<file path="config.mk">
export PLATFORM = sky130hd
export DESIGN_NAME = color_sort_eject_controller_flat
export DESIGN_NICKNAME = d
export VERILOG_FILES = /design/src/design/cse_pkg.sv /design/src/design/cse_ifs.sv /design/src/design/cse_ctrl.sv /design/src/design/cse_datapath.sv /design/src/design/color_sort_eject_controller.sv /design/src/flat_wrapper.sv
export SDC_FILE = /design/constraint.sdc
export NUM_CORES = 1
export LEC_CHECK = 0
export ABC_CLOCK_PERIOD_IN_PS = 9700
export BUFFER_PORTS_ARGS = -buffer_cell sky130_fd_sc_hd__buf_2
export CAP_MARGIN = 20
export CORE_MARGIN = 2
export CORE_UTILIZATION = 64
export CTS_BUF_LIST = sky130_fd_sc_hd__clkbuf_4
export DETAILED_ROUTE_END_ITERATION = 8
export PLACE_DENSITY = 0.83
export REMOVE_ABC_BUFFERS = 1
export SLEW_MARGIN = 20
export SYNTH_ARGS = -nofsm -noshare
export SYNTH_HDL_FRONTEND = slang
export SYNTH_HIERARCHICAL = 1
export SYNTH_SLANG_ARGS = --single-unit
</file>
<file path="constraint.sdc">
create_clock -name i_clk -period 9.7 [get_ports i_clk]
set_input_delay 0.485 -clock i_clk [delete_from_list [all_inputs] [get_ports i_clk]]
set_output_delay 0.485 -clock i_clk [all_outputs]
set_load 0.01 [all_outputs]
</file>
<file path="src/design/cse_pkg.sv">
// ----------------------------------------------------------------------------
// cse_pkg
// Shared types and constants of the color sort eject controller.
// ----------------------------------------------------------------------------
package cse_pkg;

    // default sizing
    localparam int QUEUE_DEPTH_DEF = 8;
    localparam int TIME_BITS_DEF   = 16;

    // field widths
    localparam int PROX_W   = 8;
    localparam int HUE_W    = 9;
    localparam int DIST_W   = 12;
    localparam int MODE_W   = 3;
    localparam int SPEED_W  = 7;
    localparam int TICK_W   = 16;
    localparam int MOTOR_W  = 8;
    localparam int COLOR_W  = 2;
    localparam int COUNT_W  = 4;

    // configuration port
    localparam int CFG_IDX_W  = 3;
    localparam int CFG_DATA_W = 16;

    localparam logic [CFG_IDX_W-1:0] CFG_MODE        = 3'd0;
    localparam logic [CFG_IDX_W-1:0] CFG_PROX_THR    = 3'd1;
    localparam logic [CFG_IDX_W-1:0] CFG_TOP_THR     = 3'd2;
    localparam logic [CFG_IDX_W-1:0] CFG_SPEED       = 3'd3;
    localparam logic [CFG_IDX_W-1:0] CFG_TIMEOUT     = 3'd4;
    localparam logic [CFG_IDX_W-1:0] CFG_PRE_EJECT   = 3'd5;
    localparam logic [CFG_IDX_W-1:0] CFG_REVERSE     = 3'd6;

    // operating modes
    localparam logic [MODE_W-1:0] MODE_INTAKE    = 3'd0;
    localparam logic [MODE_W-1:0] MODE_EXPEL     = 3'd1;
    localparam logic [MODE_W-1:0] MODE_SORT_BLUE = 3'd2;
    localparam logic [MODE_W-1:0] MODE_SORT_RED  = 3'd3;
    localparam logic [MODE_W-1:0] MODE_STOP      = 3'd4;

    // register reset values
    localparam logic [PROX_W-1:0]  PROX_THR_RST  = 8'd200;
    localparam logic [DIST_W-1:0]  TOP_THR_RST   = 12'd50;
    localparam logic [SPEED_W-1:0] SPEED_RST     = 7'd127;
    localparam logic [TICK_W-1:0]  TIMEOUT_RST   = 16'd20;
    localparam logic [TICK_W-1:0]  PRE_EJECT_RST = 16'd4;
    localparam logic [TICK_W-1:0]  REVERSE_RST   = 16'd15;

    // hue classification bounds
    localparam logic [HUE_W-1:0] HUE_BLUE_LOW  = 9'd80;
    localparam logic [HUE_W-1:0] HUE_BLUE_HIGH = 9'd300;
    localparam logic [HUE_W-1:0] HUE_RED_LOW   = 9'd70;
    localparam logic [HUE_W-1:0] HUE_RED_HIGH  = 9'd330;
    localparam logic [HUE_W-1:0] HUE_MAX       = 9'd360;

    // queued color codes
    localparam logic [COLOR_W-1:0] COLOR_NONE = 2'd0;
    localparam logic [COLOR_W-1:0] COLOR_BLUE = 2'd1;
    localparam logic [COLOR_W-1:0] COLOR_RED  = 2'd2;

    typedef enum logic [1:0] {
        EJ_IDLE    = 2'd0,
        EJ_WAIT    = 2'd1,
        EJ_REVERSE = 2'd2
    } t_eject_phase;

    typedef enum logic [2:0] {
        ST_IDLE,
        ST_EVAL,
        ST_FETCH,
        ST_SORT,
        ST_REFETCH,
        ST_EXPIRE,
        ST_OUT
    } t_cse_state;

    typedef struct packed {
        logic capture;
        logic eval;
        logic sort;
        logic expire;
        logic load_out;
    } t_cse_cmd;

    typedef struct packed {
        logic eval_busy;
        logic decided;
        logic expire_pop;
        logic out_free;
    } t_cse_status;

endpackage

</file>
<file path="src/design/cse_ifs.sv">
// ----------------------------------------------------------------------------
// cse_ifs
// Sample and result channels: valid/ready handshake with payload.
// ----------------------------------------------------------------------------
interface cse_sample_if import cse_pkg::*; ();
    logic              valid;
    logic              ready;
    logic [PROX_W-1:0] proximity;
    logic [HUE_W-1:0]  hue_deg;
    logic [DIST_W-1:0] top_distance_mm;

    modport source (output valid, proximity, hue_deg, top_distance_mm, input ready);
    modport sink   (input valid, proximity, hue_deg, top_distance_mm, output ready);
endinterface

interface cse_result_if import cse_pkg::*; ();
    logic                      valid;
    logic                      ready;
    logic signed [MOTOR_W-1:0] motor_command;
    logic                      ejecting;
    logic [COLOR_W-1:0]        added_color;
    logic                      overflow;
    logic [COUNT_W-1:0]        expired_count;
    logic [COUNT_W-1:0]        queue_count;

    modport source (output valid, motor_command, ejecting, added_color, overflow,
                    expired_count, queue_count, input ready);
    modport sink   (input valid, motor_command, ejecting, added_color, overflow,
                    expired_count, queue_count, output ready);
endinterface

</file>
<file path="src/design/cse_ctrl.sv">
// ----------------------------------------------------------------------------
// cse_ctrl
// Sequencer of one tick: evaluate, fetch queue head, sort check, timeout pops.
// ----------------------------------------------------------------------------
module cse_ctrl import cse_pkg::*; (
    input  logic        i_clk,
    input  logic        i_rst_n,
    input  logic        i_in_valid,
    output logic        o_in_ready,
    input  t_cse_status i_status,
    output t_cse_cmd    o_cmd
);

    t_cse_state r_state;
    t_cse_state n_state;

    always_ff @(posedge i_clk) begin
        if (!i_rst_n) begin
            r_state <= ST_IDLE;
        end else begin
            r_state <= n_state;
        end
    end

    always_comb begin
        n_state = r_state;
        case (r_state)
            ST_IDLE: begin
                if (i_in_valid) n_state = ST_EVAL;
            end
            ST_EVAL: begin
                n_state = i_status.eval_busy ? ST_OUT : ST_FETCH;
            end
            ST_FETCH: begin
                n_state = ST_SORT;
            end
            ST_SORT: begin
                if (i_status.decided)         n_state = ST_OUT;
                else if (i_status.expire_pop) n_state = ST_REFETCH;
                else                          n_state = ST_OUT;
            end
            ST_REFETCH: begin
                n_state = ST_EXPIRE;
            end
            ST_EXPIRE: begin
                n_state = i_status.expire_pop ? ST_REFETCH : ST_OUT;
            end
            ST_OUT: begin
                if (i_status.out_free) n_state = ST_IDLE;
            end
            default: begin
                n_state = ST_IDLE;
            end
        endcase
    end

    always_comb begin
        o_in_ready     = (r_state == ST_IDLE);
        o_cmd.capture  = (r_state == ST_IDLE) && i_in_valid;
        o_cmd.eval     = (r_state == ST_EVAL);
        o_cmd.sort     = (r_state == ST_SORT);
        o_cmd.expire   = (r_state == ST_EXPIRE);
        o_cmd.load_out = (r_state == ST_OUT) && i_status.out_free;
    end

endmodule

</file>
<file path="src/design/cse_datapath.sv">
// ----------------------------------------------------------------------------
// cse_datapath
// Configuration registers, entry queue memory, eject timer and result register.
// ----------------------------------------------------------------------------
module cse_datapath import cse_pkg::*; #(
    parameter int QUEUE_DEPTH = QUEUE_DEPTH_DEF,
    parameter int TIME_BITS   = TIME_BITS_DEF
) (
    input  logic                      i_clk,
    input  logic                      i_rst_n,
    input  logic                      i_cfg_we,
    input  logic [CFG_IDX_W-1:0]      i_cfg_idx,
    input  logic [CFG_DATA_W-1:0]     i_cfg_data,
    input  t_cse_cmd                  i_cmd,
    output t_cse_status               o_status,
    input  logic [PROX_W-1:0]         i_proximity,
    input  logic [HUE_W-1:0]          i_hue_deg,
    input  logic [DIST_W-1:0]         i_top_distance_mm,
    input  logic                      i_out_ready,
    output logic                      o_out_valid,
    output logic signed [MOTOR_W-1:0] o_motor_command,
    output logic                      o_ejecting,
    output logic [COLOR_W-1:0]        o_added_color,
    output logic                      o_overflow,
    output logic [COUNT_W-1:0]        o_expired_count,
    output logic [COUNT_W-1:0]        o_queue_count
);

    localparam int HW = $clog2(QUEUE_DEPTH);
    localparam int FW = $clog2(QUEUE_DEPTH + 1);
    localparam int CW = (TIME_BITS > TICK_W) ? TIME_BITS : TICK_W;

    // configuration
    logic [MODE_W-1:0]  r_mode;
    logic [PROX_W-1:0]  r_prox_thr;
    logic [DIST_W-1:0]  r_top_thr;
    logic [SPEED_W-1:0] r_speed;
    logic [TICK_W-1:0]  r_timeout;
    logic [TICK_W-1:0]  r_pre_eject;
    logic [TICK_W-1:0]  r_reverse;

    // control state
    logic                 r_last_seen, n_last_seen;
    logic                 r_top_seen,  n_top_seen;
    logic [HW-1:0]        r_head,      n_head;
    logic [FW-1:0]        r_fill,      n_fill;
    logic [TIME_BITS-1:0] r_tick;
    t_eject_phase         r_phase,     n_phase;
    logic [TICK_W-1:0]    r_timer,     n_timer;

    // captured sample
    logic [PROX_W-1:0] r_prox;
    logic [HUE_W-1:0]  r_hue;
    logic [DIST_W-1:0] r_top;

    // result being built
    logic signed [MOTOR_W-1:0] r_motor, n_motor;
    logic                      r_ej,    n_ej;
    logic [COLOR_W-1:0]        r_added, n_added;
    logic                      r_ovf,   n_ovf;
    logic [FW-1:0]             r_expired, n_expired;

    // queue memory
    logic                 r_mem_color [QUEUE_DEPTH];
    logic [TIME_BITS-1:0] r_mem_time  [QUEUE_DEPTH];
    logic                 r_rd_color;
    logic [TIME_BITS-1:0] r_rd_time;
    logic                 n_wr_en;
    logic [HW-1:0]        n_wr_slot;
    logic                 n_wr_color;

    // result register
    logic                      r_out_valid;
    logic signed [MOTOR_W-1:0] r_o_motor;
    logic                      r_o_ej;
    logic [COLOR_W-1:0]        r_o_added;
    logic                      r_o_ovf;
    logic [COUNT_W-1:0]        r_o_expired;
    logic [COUNT_W-1:0]        r_o_count;

    // working values
    logic                      busy;
    logic                      decided;
    logic                      pop;
    logic                      sees;
    logic [COLOR_W-1:0]        color;
    logic [HW:0]               slot_sum;
    logic [TIME_BITS-1:0]      age;
    logic signed [MOTOR_W-1:0] motor_fwd;
    logic signed [MOTOR_W-1:0] motor_rev;

    function automatic logic [HW-1:0] f_head_inc(input logic [HW-1:0] head);
        logic [HW-1:0] res;
        if (head == HW'(QUEUE_DEPTH - 1)) res = '0;
        else                              res = head + 1'b1;
        return res;
    endfunction

    assign motor_fwd = {1'b0, r_speed};
    assign motor_rev = MOTOR_W'(0) - {1'b0, r_speed};
    assign age       = r_tick - r_rd_time;

    always_comb begin
        n_last_seen = r_last_seen;
        n_top_seen  = r_top_seen;
        n_head      = r_head;
        n_fill      = r_fill;
        n_phase     = r_phase;
        n_timer     = r_timer;
        n_motor     = r_motor;
        n_ej        = r_ej;
        n_added     = r_added;
        n_ovf       = r_ovf;
        n_expired   = r_expired;
        n_wr_en     = 1'b0;
        n_wr_slot   = '0;
        n_wr_color  = 1'b0;
        busy        = 1'b0;
        decided     = 1'b0;
        pop         = 1'b0;
        sees        = 1'b0;
        color       = COLOR_NONE;
        slot_sum    = '0;

        if (i_cmd.eval) begin
            if (r_phase == EJ_WAIT) begin
                if (r_timer != '0) begin
                    n_timer = r_timer - 1'b1;
                    n_motor = motor_fwd;
                    busy    = 1'b1;
                end else begin
                    n_phase = EJ_REVERSE;
                    n_timer = r_reverse;
                end
            end
            if (!busy && n_phase == EJ_REVERSE) begin
                if (n_timer != '0) begin
                    n_timer = n_timer - 1'b1;
                    n_motor = motor_rev;
                    busy    = 1'b1;
                end else begin
                    // eject finished: drop the front entry
                    if (r_fill != '0) begin
                        n_head = f_head_inc(r_head);
                        n_fill = r_fill - 1'b1;
                    end
                    n_phase = EJ_IDLE;
                end
            end
            n_added   = COLOR_NONE;
            n_ovf     = 1'b0;
            n_expired = '0;
            n_ej      = busy;
            if (!busy) begin
                n_phase = EJ_IDLE;
                sees    = r_prox > r_prox_thr;
                if (sees && !r_last_seen) begin
                    if (r_hue >= HUE_BLUE_LOW && r_hue <= HUE_BLUE_HIGH) begin
                        color = COLOR_BLUE;
                    end else if (r_hue <= HUE_RED_LOW ||
                                 (r_hue >= HUE_RED_HIGH && r_hue <= HUE_MAX)) begin
                        color = COLOR_RED;
                    end
                    if (color != COLOR_NONE) begin
                        if (n_fill < FW'(QUEUE_DEPTH)) begin
                            slot_sum = {1'b0, n_head} + (HW+1)'(n_fill);
                            if (slot_sum >= (HW+1)'(QUEUE_DEPTH)) begin
                                slot_sum = slot_sum - (HW+1)'(QUEUE_DEPTH);
                            end
                            n_wr_en    = 1'b1;
                            n_wr_slot  = slot_sum[HW-1:0];
                            n_wr_color = (color == COLOR_RED);
                            n_fill     = n_fill + 1'b1;
                            n_added    = color;
                        end else begin
                            n_ovf = 1'b1;
                        end
                    end
                end
                n_last_seen = sees;
                case (r_mode)
                    MODE_INTAKE, MODE_SORT_BLUE, MODE_SORT_RED: n_motor = motor_fwd;
                    MODE_EXPEL:                                 n_motor = motor_rev;
                    default:                                    n_motor = '0;
                endcase
            end
        end

        if (i_cmd.sort && (r_mode inside {MODE_SORT_BLUE, MODE_SORT_RED})) begin
            if (r_top >= r_top_thr) begin
                n_top_seen = 1'b0;
            end else if (!r_top_seen && r_fill != '0) begin
                n_top_seen = 1'b1;
                if (r_rd_color == (r_mode == MODE_SORT_RED)) begin
                    n_phase = EJ_WAIT;
                    n_timer = r_pre_eject;
                    n_ej    = 1'b1;
                    decided = 1'b1;
                end
            end
        end

        // one timeout pop per pass; the head is fetched again before the next
        if (((i_cmd.sort && !decided) || i_cmd.expire) && r_fill != '0 &&
            CW'(age) > CW'(r_timeout)) begin
            n_head    = f_head_inc(r_head);
            n_fill    = r_fill - 1'b1;
            n_expired = r_expired + 1'b1;
            pop       = 1'b1;
        end
    end

    always_ff @(posedge i_clk) begin
        if (!i_rst_n) begin
            r_mode      <= MODE_STOP;
            r_prox_thr  <= PROX_THR_RST;
            r_top_thr   <= TOP_THR_RST;
            r_speed     <= SPEED_RST;
            r_timeout   <= TIMEOUT_RST;
            r_pre_eject <= PRE_EJECT_RST;
            r_reverse   <= REVERSE_RST;
        end else if (i_cfg_we) begin
            case (i_cfg_idx)
                CFG_MODE:      r_mode      <= i_cfg_data[MODE_W-1:0];
                CFG_PROX_THR:  r_prox_thr  <= i_cfg_data[PROX_W-1:0];
                CFG_TOP_THR:   r_top_thr   <= i_cfg_data[DIST_W-1:0];
                CFG_SPEED:     r_speed     <= i_cfg_data[SPEED_W-1:0];
                CFG_TIMEOUT:   r_timeout   <= i_cfg_data[TICK_W-1:0];
                CFG_PRE_EJECT: r_pre_eject <= i_cfg_data[TICK_W-1:0];
                CFG_REVERSE:   r_reverse   <= i_cfg_data[TICK_W-1:0];
                default: ;
            endcase
        end
    end

    always_ff @(posedge i_clk) begin
        if (!i_rst_n) begin
            r_last_seen <= 1'b0;
            r_top_seen  <= 1'b0;
            r_head      <= '0;
            r_fill      <= '0;
            r_tick      <= '0;
            r_phase     <= EJ_IDLE;
            r_timer     <= '0;
            r_out_valid <= 1'b0;
        end else begin
            r_last_seen <= n_last_seen;
            r_top_seen  <= n_top_seen;
            r_head      <= n_head;
            r_fill      <= n_fill;
            r_phase     <= n_phase;
            r_timer     <= n_timer;
            if (i_cmd.load_out) begin
                r_out_valid <= 1'b1;
                r_tick      <= r_tick + 1'b1;
            end else if (i_out_ready) begin
                r_out_valid <= 1'b0;
            end
        end
    end

    always_ff @(posedge i_clk) begin
        if (i_cmd.capture) begin
            r_prox <= i_proximity;
            r_hue  <= i_hue_deg;
            r_top  <= i_top_distance_mm;
        end
        r_motor   <= n_motor;
        r_ej      <= n_ej;
        r_added   <= n_added;
        r_ovf     <= n_ovf;
        r_expired <= n_expired;
        if (i_cmd.load_out) begin
            r_o_motor   <= r_motor;
            r_o_ej      <= r_ej;
            r_o_added   <= r_added;
            r_o_ovf     <= r_ovf;
            r_o_expired <= COUNT_W'(r_expired);
            r_o_count   <= COUNT_W'(r_fill);
        end
    end

    // queue memory: write the tail slot, read the head every cycle
    always_ff @(posedge i_clk) begin
        if (n_wr_en) begin
            r_mem_color[n_wr_slot] <= n_wr_color;
            r_mem_time[n_wr_slot]  <= r_tick;
        end
        r_rd_color <= r_mem_color[r_head];
        r_rd_time  <= r_mem_time[r_head];
    end

    assign o_status.eval_busy  = busy;
    assign o_status.decided    = decided;
    assign o_status.expire_pop = pop;
    assign o_status.out_free   = !r_out_valid || i_out_ready;

    assign o_out_valid     = r_out_valid;
    assign o_motor_command = r_o_motor;
    assign o_ejecting      = r_o_ej;
    assign o_added_color   = r_o_added;
    assign o_overflow      = r_o_ovf;
    assign o_expired_count = r_o_expired;
    assign o_queue_count   = r_o_count;

endmodule

</file>
<file path="src/design/color_sort_eject_controller.sv">
// ----------------------------------------------------------------------------
// color_sort_eject_controller
// One control tick per sample: queue entry colors, drive motor, run ejects.
// ----------------------------------------------------------------------------
// Feed one sensor sample per control tick on i_sample; each sample yields
// exactly one result on o_result, in order. Settings go in through the
// write port (i_cfg_we, i_cfg_idx, i_cfg_data); the user is to write them
// only while the block is idle, which the block itself does not enforce.
// Each sample passes the steps idle (accept), eval, fetch, sort and out
// up to the result register; a wait or reverse tick of an eject run goes
// from eval straight to out, and each entry dropped by timeout adds a
// refetch and an expire step.
// Fetch and refetch exist because the queue memory's head read is
// registered: every pop needs a fresh head fetch before the next age test.
// One sample is worked on at a time; the next is taken as soon as the
// previous result sits in the output register, even if not yet taken.
// If the receiver stalls, the finished result holds and the tick in work
// waits in its final step until the output register frees.
// Synchronous reset restores the register defaults (stop mode), empties
// the queue and zeroes the tick count; queue contents need no clearing.
// ----------------------------------------------------------------------------
module color_sort_eject_controller import cse_pkg::*; #(
    parameter int QUEUE_DEPTH = QUEUE_DEPTH_DEF,
    parameter int TIME_BITS   = TIME_BITS_DEF
) (
    input  logic                  i_clk,
    input  logic                  i_rst_n,
    input  logic                  i_cfg_we,
    input  logic [CFG_IDX_W-1:0]  i_cfg_idx,
    input  logic [CFG_DATA_W-1:0] i_cfg_data,
    cse_sample_if.sink            i_sample,
    cse_result_if.source          o_result
);

    t_cse_cmd    cmd;
    t_cse_status status;

    cse_ctrl u_ctrl (
        .i_clk      (i_clk),
        .i_rst_n    (i_rst_n),
        .i_in_valid (i_sample.valid),
        .o_in_ready (i_sample.ready),
        .i_status   (status),
        .o_cmd      (cmd)
    );

    cse_datapath #(
        .QUEUE_DEPTH (QUEUE_DEPTH),
        .TIME_BITS   (TIME_BITS)
    ) u_datapath (
        .i_clk             (i_clk),
        .i_rst_n           (i_rst_n),
        .i_cfg_we          (i_cfg_we),
        .i_cfg_idx         (i_cfg_idx),
        .i_cfg_data        (i_cfg_data),
        .i_cmd             (cmd),
        .o_status          (status),
        .i_proximity       (i_sample.proximity),
        .i_hue_deg         (i_sample.hue_deg),
        .i_top_distance_mm (i_sample.top_distance_mm),
        .i_out_ready       (o_result.ready),
        .o_out_valid       (o_result.valid),
        .o_motor_command   (o_result.motor_command),
        .o_ejecting        (o_result.ejecting),
        .o_added_color     (o_result.added_color),
        .o_overflow        (o_result.overflow),
        .o_expired_count   (o_result.expired_count),
        .o_queue_count     (o_result.queue_count)
    );

    // at most one step of the tick sequence is commanded per cycle
    a_cmd_onehot: assert property (@(posedge i_clk) disable iff (!i_rst_n)
        $onehot0({cmd.capture, cmd.eval, cmd.sort, cmd.expire, cmd.load_out}))
        else $error("more than one datapath command at once");

    // a sample is never taken in the cycle right after another
    a_no_back_to_back: assert property (@(posedge i_clk) disable iff (!i_rst_n)
        (i_sample.valid && i_sample.ready) |=> !i_sample.ready)
        else $error("sample accepted while previous tick in work");

    // a loaded result is presented in the next cycle
    a_load_shows: assert property (@(posedge i_clk) disable iff (!i_rst_n)
        cmd.load_out |=> o_result.valid)
        else $error("result loaded but not presented");

    // an eject tick never drops entries by timeout
    a_eject_quiet: assert property (@(posedge i_clk) disable iff (!i_rst_n)
        (o_result.valid && o_result.ejecting) |-> (o_result.expired_count == '0))
        else $error("eject result with timeout drops");

endmodule
</file>
<file path="src/flat_wrapper.sv">
// flat-port wrapper written by rule: the top's interface ports become plain ports
module color_sort_eject_controller_flat import cse_pkg::*;
#(
    parameter int QUEUE_DEPTH = QUEUE_DEPTH_DEF,
    parameter int TIME_BITS   = TIME_BITS_DEF
)
  (i_clk, i_rst_n, i_cfg_we, i_cfg_idx, i_cfg_data, i_sample_valid, i_sample_proximity, i_sample_hue_deg, i_sample_top_distance_mm, i_sample_ready, o_result_valid, o_result_motor_command, o_result_ejecting, o_result_added_color, o_result_overflow, o_result_expired_count, o_result_queue_count, o_result_ready);
  cse_sample_if i_sample_i ();
  cse_result_if o_result_i ();
  input  logic i_clk;
  input  logic i_rst_n;
  input  logic i_cfg_we;
  input  logic [CFG_IDX_W-1:0] i_cfg_idx;
  input  logic [CFG_DATA_W-1:0] i_cfg_data;
  input wire logic [$bits(i_sample_i.valid)-1:0] i_sample_valid;
  input wire logic [$bits(i_sample_i.proximity)-1:0] i_sample_proximity;
  input wire logic [$bits(i_sample_i.hue_deg)-1:0] i_sample_hue_deg;
  input wire logic [$bits(i_sample_i.top_distance_mm)-1:0] i_sample_top_distance_mm;
  output wire logic [$bits(i_sample_i.ready)-1:0] i_sample_ready;
  output wire logic [$bits(o_result_i.valid)-1:0] o_result_valid;
  output wire logic [$bits(o_result_i.motor_command)-1:0] o_result_motor_command;
  output wire logic [$bits(o_result_i.ejecting)-1:0] o_result_ejecting;
  output wire logic [$bits(o_result_i.added_color)-1:0] o_result_added_color;
  output wire logic [$bits(o_result_i.overflow)-1:0] o_result_overflow;
  output wire logic [$bits(o_result_i.expired_count)-1:0] o_result_expired_count;
  output wire logic [$bits(o_result_i.queue_count)-1:0] o_result_queue_count;
  input wire logic [$bits(o_result_i.ready)-1:0] o_result_ready;
  assign i_sample_i.valid = i_sample_valid;
  assign i_sample_i.proximity = i_sample_proximity;
  assign i_sample_i.hue_deg = i_sample_hue_deg;
  assign i_sample_i.top_distance_mm = i_sample_top_distance_mm;
  assign i_sample_ready = i_sample_i.ready;
  assign o_result_valid = o_result_i.valid;
  assign o_result_motor_command = o_result_i.motor_command;
  assign o_result_ejecting = o_result_i.ejecting;
  assign o_result_added_color = o_result_i.added_color;
  assign o_result_overflow = o_result_i.overflow;
  assign o_result_expired_count = o_result_i.expired_count;
  assign o_result_queue_count = o_result_i.queue_count;
  assign o_result_i.ready = o_result_ready;
  color_sort_eject_controller #(.QUEUE_DEPTH(QUEUE_DEPTH), .TIME_BITS(TIME_BITS)) u_core (.i_clk(i_clk), .i_rst_n(i_rst_n), .i_cfg_we(i_cfg_we), .i_cfg_idx(i_cfg_idx), .i_cfg_data(i_cfg_data), .i_sample(i_sample_i), .o_result(o_result_i));
endmodule
</file>
# Word-level counts from Yosys, hierarchy flattened
# Memories as Yosys holds them, arrays and structs flattened. A register that Yosys moved wholly into a read port is not among the register bits.
# Index checks and enable logic that the tools add are counted.
# op_classes
addsub,11
muxes,97
n_eq_ne,22
n_reduce_logical,43
magnitude_cmp,10
bitwise,4
# op_table
operator,n
$mux W16,10
$mux W3,16
$mux W4,12
$mux W8,5
$mux W2,18
$mux W1,34
$reduce_bool A16 Y1,2
$sub A16 B1 Y16 const B,2
$eq A3 B3 Y1 const B,7
$pmux W3 S7,1
$reduce_and A2 Y1,10
$eq A3 B2 Y1 const B,6
$le A9 B9 Y1 const B,2
$add A16 B1 Y16 const B,1
$gt A16 B16 Y1,1
$pmux W8 S2,1
$sub A16 B16 Y16,1
$ge A12 B12 Y1,1
$logic_and A1 B1 Y1,11
$reduce_bool A2 Y1,5
$eq A3 B1 Y1 const B,3
$ge A9 B7 Y1 const B,1
$ge A9 B9 Y1 const B,1
$le A9 B7 Y1 const B,1
other kinds (20),35
# totals
in_bits,53
out_inout_bits,22
n_memories,2
register_bits,190
mem_bits_rw,136
# mem_list
name,words,width,rd,rd_clocked_by_memory_dff,wr,line_no,text
u_core.u_datapath.r_mem_time,8,16,1,1,1,cse_datapath.sv:65,logic [TIME_BITS-1:0] r_mem_time [QUEUE_DEPTH];
u_core.u_datapath.r_mem_color,8,1,1,1,1,cse_datapath.sv:64,logic r_mem_color [QUEUE_DEPTH];

# Logic depth before layout (Yosys ltp)
# Gate-level depths: netlist of the first run.
# depth
word_depth,17
ltp_mapped,23

# Modules after synthesis
# The synthesis of the first run kept the hierarchy.
# modules_own_cells
mod,seq_area_each_um2,cells_each,area_per_inst_um2,instances
cse_datapath,8808.4,1379,15670.0,1
cse_ctrl,60.1,25,224.0,1

# Worst setup path after synthesis of the first run
# No wires, ideal clock.
# synth_timing
kind,flip-flop to flip-flop
from,reg u_core.u_datapath.r_timer[0]
to,mem u_core.u_datapath.r_mem_color[4] (enable)
t_arrival_ns,5.732
path_stages_with_launch,19
n_path_buf,4
slack_ns,3.556
period_less_slack_ns,6.144
cell_sequence,dfxtp_1 clkbuf_1 inv_1 ha_1 or3b_1 clkbuf_1 nor4_1 nand2_1 mux2i_1 or4_1 clkbuf_1 nor4_2 buf_2 mux2_2 ha_1 inv_1 fa_1 xor3_1 nor3_1
# synth_between
elab_chain_cells,16
elab_cells_between_ends,41
# synth_rtl
element,line_no,text
"start, declared",cse_datapath.sv:49,"logic [TICK_W-1:0] r_timer, n_timer;"
"start signal, assigned",cse_datapath.sv:252,r_timer <= n_timer;
$sub A16 B1 Y16 or $reduce_bool A16 Y1 (tied branches),"cse_datapath.sv:128, cse_datapath.sv:127",
$mux W16 (tied with other cells),cse_datapath.sv:127,if (r_timer != '0) begin
$mux W16 (tied with other cells),cse_datapath.sv:126,if (r_phase == EJ_WAIT) begin
$mux W16 (tied with other cells),cse_datapath.sv:125,if (i_cmd.eval) begin
$reduce_bool A16 Y1 (tied with other cells),cse_datapath.sv:137,if (n_timer != '0) begin
$mux W3 (tied with other cells),cse_datapath.sv:137,
$mux W3 or $mux W4 (tied branches),cse_datapath.sv:136,if (!busy && n_phase == EJ_REVERSE) begin
$mux W3 or $mux W4 (tied branches),cse_datapath.sv:125,
$add A3 B4 Y4 or $lt A4 B4 Y1 (tied branches),"cse_datapath.sv:166, cse_datapath.sv:165",
$ge A4 B4 Y1 (tied with other cells),cse_datapath.sv:167,if (slot_sum >= (HW+1)'(QUEUE_DEPTH)) begin
$mux W3 or $mux W1 (tied branches),"cse_datapath.sv:167, cse_datapath.sv:164",
$mux W3 or $mux W1 (tied branches),"cse_datapath.sv:165, cse_datapath.sv:157",
$mux W3 or $mux W1 (tied branches),"cse_datapath.sv:164, cse_datapath.sv:154",
$mux W3 or $mux W1 (tied branches),"cse_datapath.sv:157, cse_datapath.sv:125",
$mux W3 or $mux W1 (tied branches),"cse_datapath.sv:154, cse_datapath.sv:285",
$mux W3 or $mux W1 (tied branches),"cse_datapath.sv:125, cse_datapath.sv:286",
"end, declared",cse_datapath.sv:64,
# Parallel ways exist; a longest one is shown, timed or not. The select of a mux whose other input is x is not followed.

# Worst setup path in the final report of the first run
# layout_timing
from,reg u_core.u_datapath.r_timer[0]
to,mem u_core/u_datapath/r_mem_time[0][4] (netlist bit) (enable)
# layout_between
elab_chain_cells,16
elab_cells_between_ends,41
# layout_rtl
element,line_no
$sub A16 B1 Y16 or $reduce_bool A16 Y1 (tied branches),"cse_datapath.sv:128, cse_datapath.sv:127"
$mux W16 (tied with other cells),cse_datapath.sv:127
$mux W16 (tied with other cells),cse_datapath.sv:126
$mux W16 (tied with other cells),cse_datapath.sv:125
$reduce_bool A16 Y1 (tied with other cells),cse_datapath.sv:137
$mux W3 (tied with other cells),cse_datapath.sv:137
$mux W3 or $mux W4 (tied branches),cse_datapath.sv:136
$mux W3 or $mux W4 (tied branches),cse_datapath.sv:125
$add A3 B4 Y4 or $lt A4 B4 Y1 (tied branches),"cse_datapath.sv:166, cse_datapath.sv:165"
$ge A4 B4 Y1 (tied with other cells),cse_datapath.sv:167
$mux W3 or $mux W1 (tied branches),"cse_datapath.sv:167, cse_datapath.sv:164"
$mux W3 or $mux W1 (tied branches),"cse_datapath.sv:165, cse_datapath.sv:157"
$mux W3 or $mux W1 (tied branches),"cse_datapath.sv:164, cse_datapath.sv:154"
$mux W3 or $mux W1 (tied branches),"cse_datapath.sv:157, cse_datapath.sv:125"
$mux W3 or $mux W1 (tied branches),"cse_datapath.sv:154, cse_datapath.sv:285"
$mux W3 or $mux W1 (tied branches),"cse_datapath.sv:125, cse_datapath.sv:287"
"end, declared",cse_datapath.sv:65
# Parallel ways exist; a longest one is shown, timed or not. The select of a mux whose other input is x is not followed.

==> out/metrics.cfg, run 1 <==
[clock_network]
cts_buffers=85
clockBufferDepth=3
insertion_delay_ns=0.74
cts_root_buf=clkbuf_4
cts_max_level=3
cts.clk_slew.worst_paths_ns=0.06
numClockSinks=343
cts_tree=done

[sta]
relSlewSlack_pct=27.12
finalSetupViolCount=0
tns_ns=0
fin_crit_sh_pct=57.87
rsz0062_at_grt=no
max_freq_mhz=178.2
worstMarginPinSlew_ns=1.089
hold_viol=0
clock_skew_ns=0.08011
holdWs_ns=0.05549
fin_crit_ns=5.613
slew_violations=0
setup_ws_ns=4.087

[route]
routedWlPerCell_um=19.73
wirelength_um=38360
dr.pass1.iters=5
antenna_left=0
drcViolationCount=0
avgViaCountPerCell=6.133
via_count=11920
initialDrtViolationCount=1248

[grt]
grtUsageTotal_pct=29.62
grt_pass1_wl_um=60540
antenna_found_initial=2
grt_max_degree=60
grt_overflow_total=0
grt_pass1_vias=11740

[placement]
place_ws_ns=4.145
hpwl_um=25320
globalplace.congestion=0.9116
port_buffers=74

[power]
peakVddDrop_uv=142.9
clock_power_share_pct=40.0
swShare_pct=24.31
power_leakage_nw=6.585
internal-power_mw=2.264
share_comb_of_total_power_pct=6.8
power_frac_seq_pct=53.1
p_per_area_mw_per_mm2=166.0
p_total_mw=2.991
power_switching_mw=0.7271

[setup_path]
cp_top_family=simple AND/OR/NAND/NOR gates
worstSetupPathType=flip-flop to flip-flop
cp_slowest_cell=or4_1
crit_chain=inv_1 > ha_1 > or3b_1 > nor4_1 > nand2_1 > mux2i_1 > or4_1 > nor4_2 > buf_4 > mux2_2 > ha_1 > inv_1 > fa_1 > xnor3_1 > nor3_2 > buf_4
cp_max_fo=15
cpPeakStageDelay_ns=0.71
cp-end-kind=flip-flop
rrSetupSlack_ns=4.09
cp.required_ns=10.08
cp.arrival_ns=5.99
start_kind=flip-flop
crit_buf_inv=4

[die]
pin_count=75
coreArea_sq_mm=0.02432
die_x_um=161.6
std_cell_rows=57
initial_core_util_pct=65.35
die_y_um=161.6
die_area_sq_mm=0.02611

[synthesis]
synth_edf_count=200
avgSynthCellArea_sq_um=11.32
synth_seq_cells=343
yosys_warnings=6
ys_types=81
ys_seq_area_share_pct=55.80
async_flop_share_pct=0
ys.flop_type=edfxtp_1
post_synth_instance_area_sq_mm=0.01589
synth_cells=1404

[layout]
final_common_cell=edfxtp_1
final_cell_mix=200 x edfxtp_1, 197 x nand2_1, 142 x dfxtp_1, 123 x clkbuf_4, 92 x a21oi_1
syn_to_final_growth_pct=13.41
finish.net_count=1667
fill_cells=1601
postLayoutCoreUtil_pct=74.12
layout-drive-gt1-share_pct=19.46

[outcome]
status=finished clean

[job]
maxCapViolations=0

[min_path]
hp-class=input pin to flip-flop

[worst register-to-register path, stage by stage, from the launching register on]
cell and delay [ns]:
dfxtp_1 0.38, inv_1 0.09, ha_1 0.31, or3b_1 0.50, nor4_1 0.44, nand2_1 0.11
mux2i_1 0.21, or4_1 0.71, nor4_2 0.36, buf_4 0.25, mux2_2 0.36, ha_1 0.19
inv_1 0.06, fa_1 0.20, xnor3_1 0.52, nor3_2 0.30, buf_4 0.32
[state kept, by name (all words and copies together), names as in the netlist, 4 cells and up]
name                               flops
u_core/u_datapath/r_timeout           16
u_core/u_datapath/r_prox               8
u_core/u_datapath/r_motor              8
u_core/u_datapath/r_rd_time           16
u_core/u_datapath/r_fill               4
u_core/u_datapath/r_top_thr           12
u_core/u_datapath/r_expired            4
u_core/u_datapath/r_mem_time         128
u_core/u_datapath/o_queue_count        4
u_core/u_datapath/r_hue                9
u_core/u_datapath/o_motor_command      8
u_core/u_datapath/o_expired_count      4
u_core/u_datapath/r_mem_color          8
u_core/u_datapath/r_speed              7
u_core/u_datapath/r_tick              16
u_core/u_datapath/r_pre_eject         16
u_core/u_datapath/r_timer             16
u_core/u_datapath/r_reverse           16
u_core/u_datapath/r_prox_thr           8
u_core/u_datapath/r_top               12
[routing by layer]
| layer | track usage (%) | vias up | share of wire (%) |
|---|---|---|---|
| li1 | - | 5495 | - |
| met1 | 39.27 | 5745 | 40 |
| met2 | 47.96 | 575 | 48 |
| met3 | 6.009 | 107 | 8.2 |
| met4 | 12.54 | 0 | 3.0 |
| met5 | 0 | - | 0 |
[area by class of cell]
| cell class | instances | area, sq um | area share (%) |
|---|---|---|---|
| multi-input cells | 914 | 6510 | 36.12 |
| flip-flops and latches | 343 | 8870 | 49.21 |
| clock inverters | 33 | 191.4 | 1.062 |
| inverters | 83 | 311.5 | 1.728 |
| diodes | 1 | 2.502 | 0.01388 |
| well taps | 324 | 405.4 | 2.249 |
| repair buffers | 123 | 810.8 | 4.498 |
| clock buffers | 123 | 923.4 | 5.123 |
[cells by family (layout without fill, tap and decap cells)]
logic type	count (synthesis)	count (layout)	synth area share [%]
AO/OA/AOI/OAI	249	249	10.24
XOR/XNOR	54	54	3.157
adder cells (fa/ha/maj)	64	64	5.133
buffers and inverters	147	362	3.661
flip-flops	343	343	55.80
multiplexers	73	73	7.439
other	0	1	0
AND/OR/NAND/NOR	474	474	14.57
[stage by stage]
step	instances	instance area (sq um)
after floorplan	1340	15620
after global placement	1758	16610
after detailed placement	1758	16610
after CTS	1943	18020
after global routing	1944	18020
final	1944	18020
[synth_stat cells (4+ instances only)]
| master | instances | area [sq um] |
|---|---|---|
| a211o_1 | 4 | 35.03 |
| a211oi_1 | 7 | 52.55 |
| a21o_1 | 7 | 52.55 |
| a21oi_1 | 92 | 460.4 |
| a31oi_1 | 13 | 81.33 |
| and2_1 | 8 | 50.05 |
| and3_1 | 8 | 50.05 |
| and4_1 | 10 | 87.58 |
| buf_1 | 6 | 22.52 |
| buf_4 | 5 | 37.54 |
| clkbuf_1 | 49 | 183.9 |
| dfxtp_1 | 143 | 2863 |
| edfxtp_1 | 200 | 6006 |
| ha_1 | 62 | 775.7 |
| inv_1 | 83 | 311.6 |
| mux2_2 | 20 | 225.2 |
| mux2i_1 | 18 | 180.2 |
| mux4_2 | 34 | 765.7 |
| nand2_1 | 197 | 739.5 |
| nand2b_1 | 11 | 68.82 |
| nand3_1 | 44 | 220.2 |
| nand3b_1 | 4 | 30.03 |
| nand4_1 | 20 | 125.1 |
| nor2_1 | 77 | 289.0 |
| nor2b_1 | 11 | 68.82 |
| nor3_1 | 30 | 150.1 |
| nor3b_1 | 6 | 45.04 |
| nor4_1 | 13 | 81.33 |
| o211ai_1 | 22 | 165.2 |
| o21a_1 | 4 | 30.03 |
| o21ai_0 | 35 | 175.2 |
| o21ai_1 | 4 | 20.02 |
| o21bai_1 | 5 | 37.54 |
| o22ai_1 | 5 | 31.28 |
| o311ai_0 | 4 | 35.03 |
| o31a_1 | 4 | 35.03 |
| o31ai_1 | 4 | 30.03 |
| or3_1 | 9 | 56.30 |
| or4_1 | 6 | 45.04 |
| xnor2_1 | 30 | 262.8 |
| xor2_1 | 22 | 192.7 |
[power by group through the flow]
stage	sequential, mW	clock, mW	combinational (mW)
floorplan	1.61	0	0.118
global placement	1.62	0	0.181
detailed placement	1.62	0	0.189
CTS	1.59	1.22	0.199
global route	1.59	1.30	0.223
finish	1.59	1.20	0.205
[what timing repair did]
action | 4_1_cts | 5_1_grt
hold buffers | 29 | 0
resized for setup | 0 | 0
buffers inserted | 0 | 0
hold endpoints to repair | 29 | 0
endpoints found under the setup margin | 0 | 0
[path summary, 6_finish.rpt]
kind | start | end | depth (start not counted)
max | u_core/u_datapath/r_timer[0] | u_core/u_datapath/r_mem_time[0][4] | 16
min | i_cfg_data[15] | u_core/u_datapath/r_pre_eject[15] | 3
max reg2reg | u_core/u_datapath/r_timer[0] | u_core/u_datapath/r_mem_time[0][4] | 16
min reg2reg | u_core/u_datapath/r_motor[0] | u_core/u_datapath/o_motor_command[0] | 0
(Power assumes the default switching activity.)
==> run 2, diff against run 1 <==
--- a/config.mk
+++ b/config.mk
@@ -5,14 +5,15 @@
 export SDC_FILE = /design/constraint.sdc
 export NUM_CORES = 1
 export LEC_CHECK = 0
-export ABC_CLOCK_PERIOD_IN_PS = 9700
+export ABC_AREA = 1
+export ABC_CLOCK_PERIOD_IN_PS = 4700
 export BUFFER_PORTS_ARGS = -buffer_cell sky130_fd_sc_hd__buf_2
 export CAP_MARGIN = 20
 export CORE_MARGIN = 2
-export CORE_UTILIZATION = 64
+export CORE_UTILIZATION = 58
 export CTS_BUF_LIST = sky130_fd_sc_hd__clkbuf_4
 export DETAILED_ROUTE_END_ITERATION = 8
-export PLACE_DENSITY = 0.83
+export PLACE_DENSITY = 0.79
 export REMOVE_ABC_BUFFERS = 1
 export SLEW_MARGIN = 20
 export SYNTH_ARGS = -nofsm -noshare
==> constraint.sdc (replaced) <==
create_clock -name i_clk -period 4.7 [get_ports i_clk]
set_input_delay 0.235 -clock i_clk [delete_from_list [all_inputs] [get_ports i_clk]]
set_output_delay 0.235 -clock i_clk [all_outputs]
set_load 0.01 [all_outputs]
==> out/metrics.cfg, run 2 <==
[synthesis]
synth_seq_cells=343
synth_common_cells=286 x nor2_1, 215 x nand2_1, 200 x edfxtp_1, 194 x inv_1, 191 x o21ai_0
ys_seq_area_share_pct=54.40
ys_top_cells_by_area=edfxtp_1 37%, dfxtp_1 18%, nor2_1 6.6%
synth_cells=1801
synth_edf_count=200
avgSynthCellArea_sq_um=9.052
post_synth_instance_area_sq_mm=0.01630
ys.flop_type=edfxtp_1
async_flop_share_pct=0
synth_top_area_share_pct=36.84
synth.largest_area_cell=edfxtp_1
synthMostInstantiatedCell=nor2_1
ys_types=53
yosys_warnings=6

[setup_path]
cp.arrival_ns=4.94
cp-end-kind=flip-flop
start_kind=flip-flop
cpPeakStageDelay_ns=0.40
cp_slowest_cell=fa_1
cp_top_family=simple AND/OR/NAND/NOR gates
worstSetupPathType=flip-flop to flip-flop
crit_buf_inv=5
cp_max_fo=8
path_depth=30
path_common_cell=nand2_1
cp.required_ns=5.27
reg2reg_depth=30

[die]
die_y_um=171.7
die_area_sq_mm=0.02946
pin_count=75
coreArea_sq_mm=0.02771
die_x_um=171.7
initial_core_util_pct=58.84
std_cell_rows=61

[placement]
placed_cell_area_sq_mm=0.01710
globalplace.congestion=0.9118
hpwl_um=27180
place_ws_ns=0.04376
port_buffers=74

[sta]
relSlewSlack_pct=29.93
clock_skew_ns=0.05643
max_freq_mhz=228.7
fin_crit_ns=4.372
worstMarginPinSlew_ns=1.050
setup_ws_ns=0.3282
rsz0062_at_grt=no
hold_viol=0
fin_crit_sh_pct=93.02
finalSetupViolCount=0
slew_violations=0

[layout]
final_cell_mix=282 x nor2_1, 213 x nand2_1, 200 x edfxtp_1, 194 x inv_1, 190 x o21ai_0
largest-register=u_core/u_datapath/r_mem_time
layout-drive-gt1-share_pct=15.68
final_common_cell=nor2_1
largest_register_ffs=128
final_area_sq_mm=0.01881
finish.net_count=2096
syn_to_final_growth_pct=15.37

[job]
maxCapViolations=0

[clock_network]
cts_tree=done
clockBufferDepth=3
cts.clk_slew.worst_paths_ns=0.07
cts_buffers=85
cts_root_buf=clkbuf_4
cts_max_level=3
insertion_delay_ns=0.72
numClockSinks=343

[outcome]
status=finished clean

[route]
wirelength_um=41090
initialDrtViolationCount=1279
dr.pass1.iters=7
via_count=13540
antenna_left=0
routedWlPerCell_um=16.94
avgViaCountPerCell=5.581
drcViolationCount=0

[grt]
grt_overflow_total=0
grt_pass1_vias=12850
grtUsageTotal_pct=28.19
antenna_found_initial=1
grt_max_degree=72
grt_pass1_wl_um=64930

[power]
p_total_mw=6.296
share_comb_of_total_power_pct=8.3
internal-power_mw=4.703
power_switching_mw=1.593
clock_power_share_pct=39.3
p_per_area_mw_per_mm2=334.7
peakVddDrop_uv=249.2
power_leakage_nw=8.026
power_frac_seq_pct=52.4
swShare_pct=25.30

[min_path]
hp-class=input pin to flip-flop
min_path_cells=4

run 2: changes by cell type after synthesis, sizes merged, moves of 18 or more:
cell   change
nor2     +232
inv      +118
mux2i     -18
o22ai     +19
a21oi     +41
mux2      -21
xnor2     -22
nand2     +34
mux4      -34
nand3     +50
o21ai    +156
run 2: area by class of cell:
class                      count  area, sq um
fill                        2114         8897
sequential                   343         8871
multi-input combinational   1188         6421
timing repair buffer         153         1140
clock buffer                 128        960.9
inverter                     208        788.3
tap                          378        473.0
clock inverter                27        151.4
antenna                        1        2.502
run 2: path summary, 6_finish.rpt:
kind                                                    from                                    to  slack (ns)
worst max register to register   u_core/u_datapath/r_tick[0]           u_core/u_datapath/r_head[0]        0.33
worst min register to register  u_core/u_datapath/r_motor[7]  u_core/u_datapath/o_motor_command[7]        0.41
worst min-delay path                                i_cfg_we        u_core/u_datapath/r_timeout[4]        0.12
worst max-delay path             u_core/u_datapath/r_tick[0]           u_core/u_datapath/r_head[0]        0.33
run 2: logic make-up (layout without fill, tap and decap cells):
| group | Yosys count | in the layout | share of synthesized area [%] |
|---|---|---|---|
| compound gates | 406 | 406 | 13.42 |
| xor+xnor | 28 | 28 | 1.504 |
| fa+ha+maj | 64 | 64 | 5.004 |
| buf+inv | 270 | 516 | 6.485 |
| flops | 343 | 343 | 54.40 |
| other cells | 0 | 1 | 0 |
| simple gates | 690 | 690 | 19.18 |
run 2: power groups by stage:
stage          clock [mW]  sequential (mW)  combinational [mW]
6_report             2.48             3.30               0.520
2_1_floorplan           0             3.35               0.291
3_5_place_dp            0             3.36               0.465
5_1_grt              2.69             3.30               0.572
3_3_place_gp            0             3.36               0.448
4_1_cts              2.52             3.30               0.500
run 2: timing repair:
action,CTS,global route
hold buffers,51,0
setup buffers,0,4
resized for setup,0,16
endpoints found under the setup margin,0,144
endpoints found under the hold margin,109,0
run 2: per-layer routing:
layer / wire (um) / up-vias / GRT usage, % / part of all wire [%]
met5: 0 / - / 0 / 0
met4: 926 / 0 / 9.727 / 2.3
met3: 3540 / 72 / 6.305 / 8.6
met2: 19420 / 610 / 45.38 / 47
met1: 17210 / 6303 / 37.74 / 42
li1: - / 6555 / - / -
run 2: worst reg2reg max path: cells and delay by family, from the launching register on:
kind	cells	cell delay (ns)
buffers and inverters	5	0.61
xor gates and xnor gates	1	0.08
and+or+nand+nor	14	1.52
DFF	1	0.31
AOI/OAI and AO/OA	7	0.89
adders and majority gates	3	0.85
run 2: metrics by stage:
step	instances	util (%)	hold WS [ns]	TNS, ns
after floorplan	1739	-	0.3196	-16.57
after global placement	2215	61.74	0.4027	0
after detailed placement	2215	61.74	0.4045	0
after CTS	2421	67.59	0.04540	0
after global routing	2426	67.89	0.1245	0
final	2426	67.89	0.1206	0
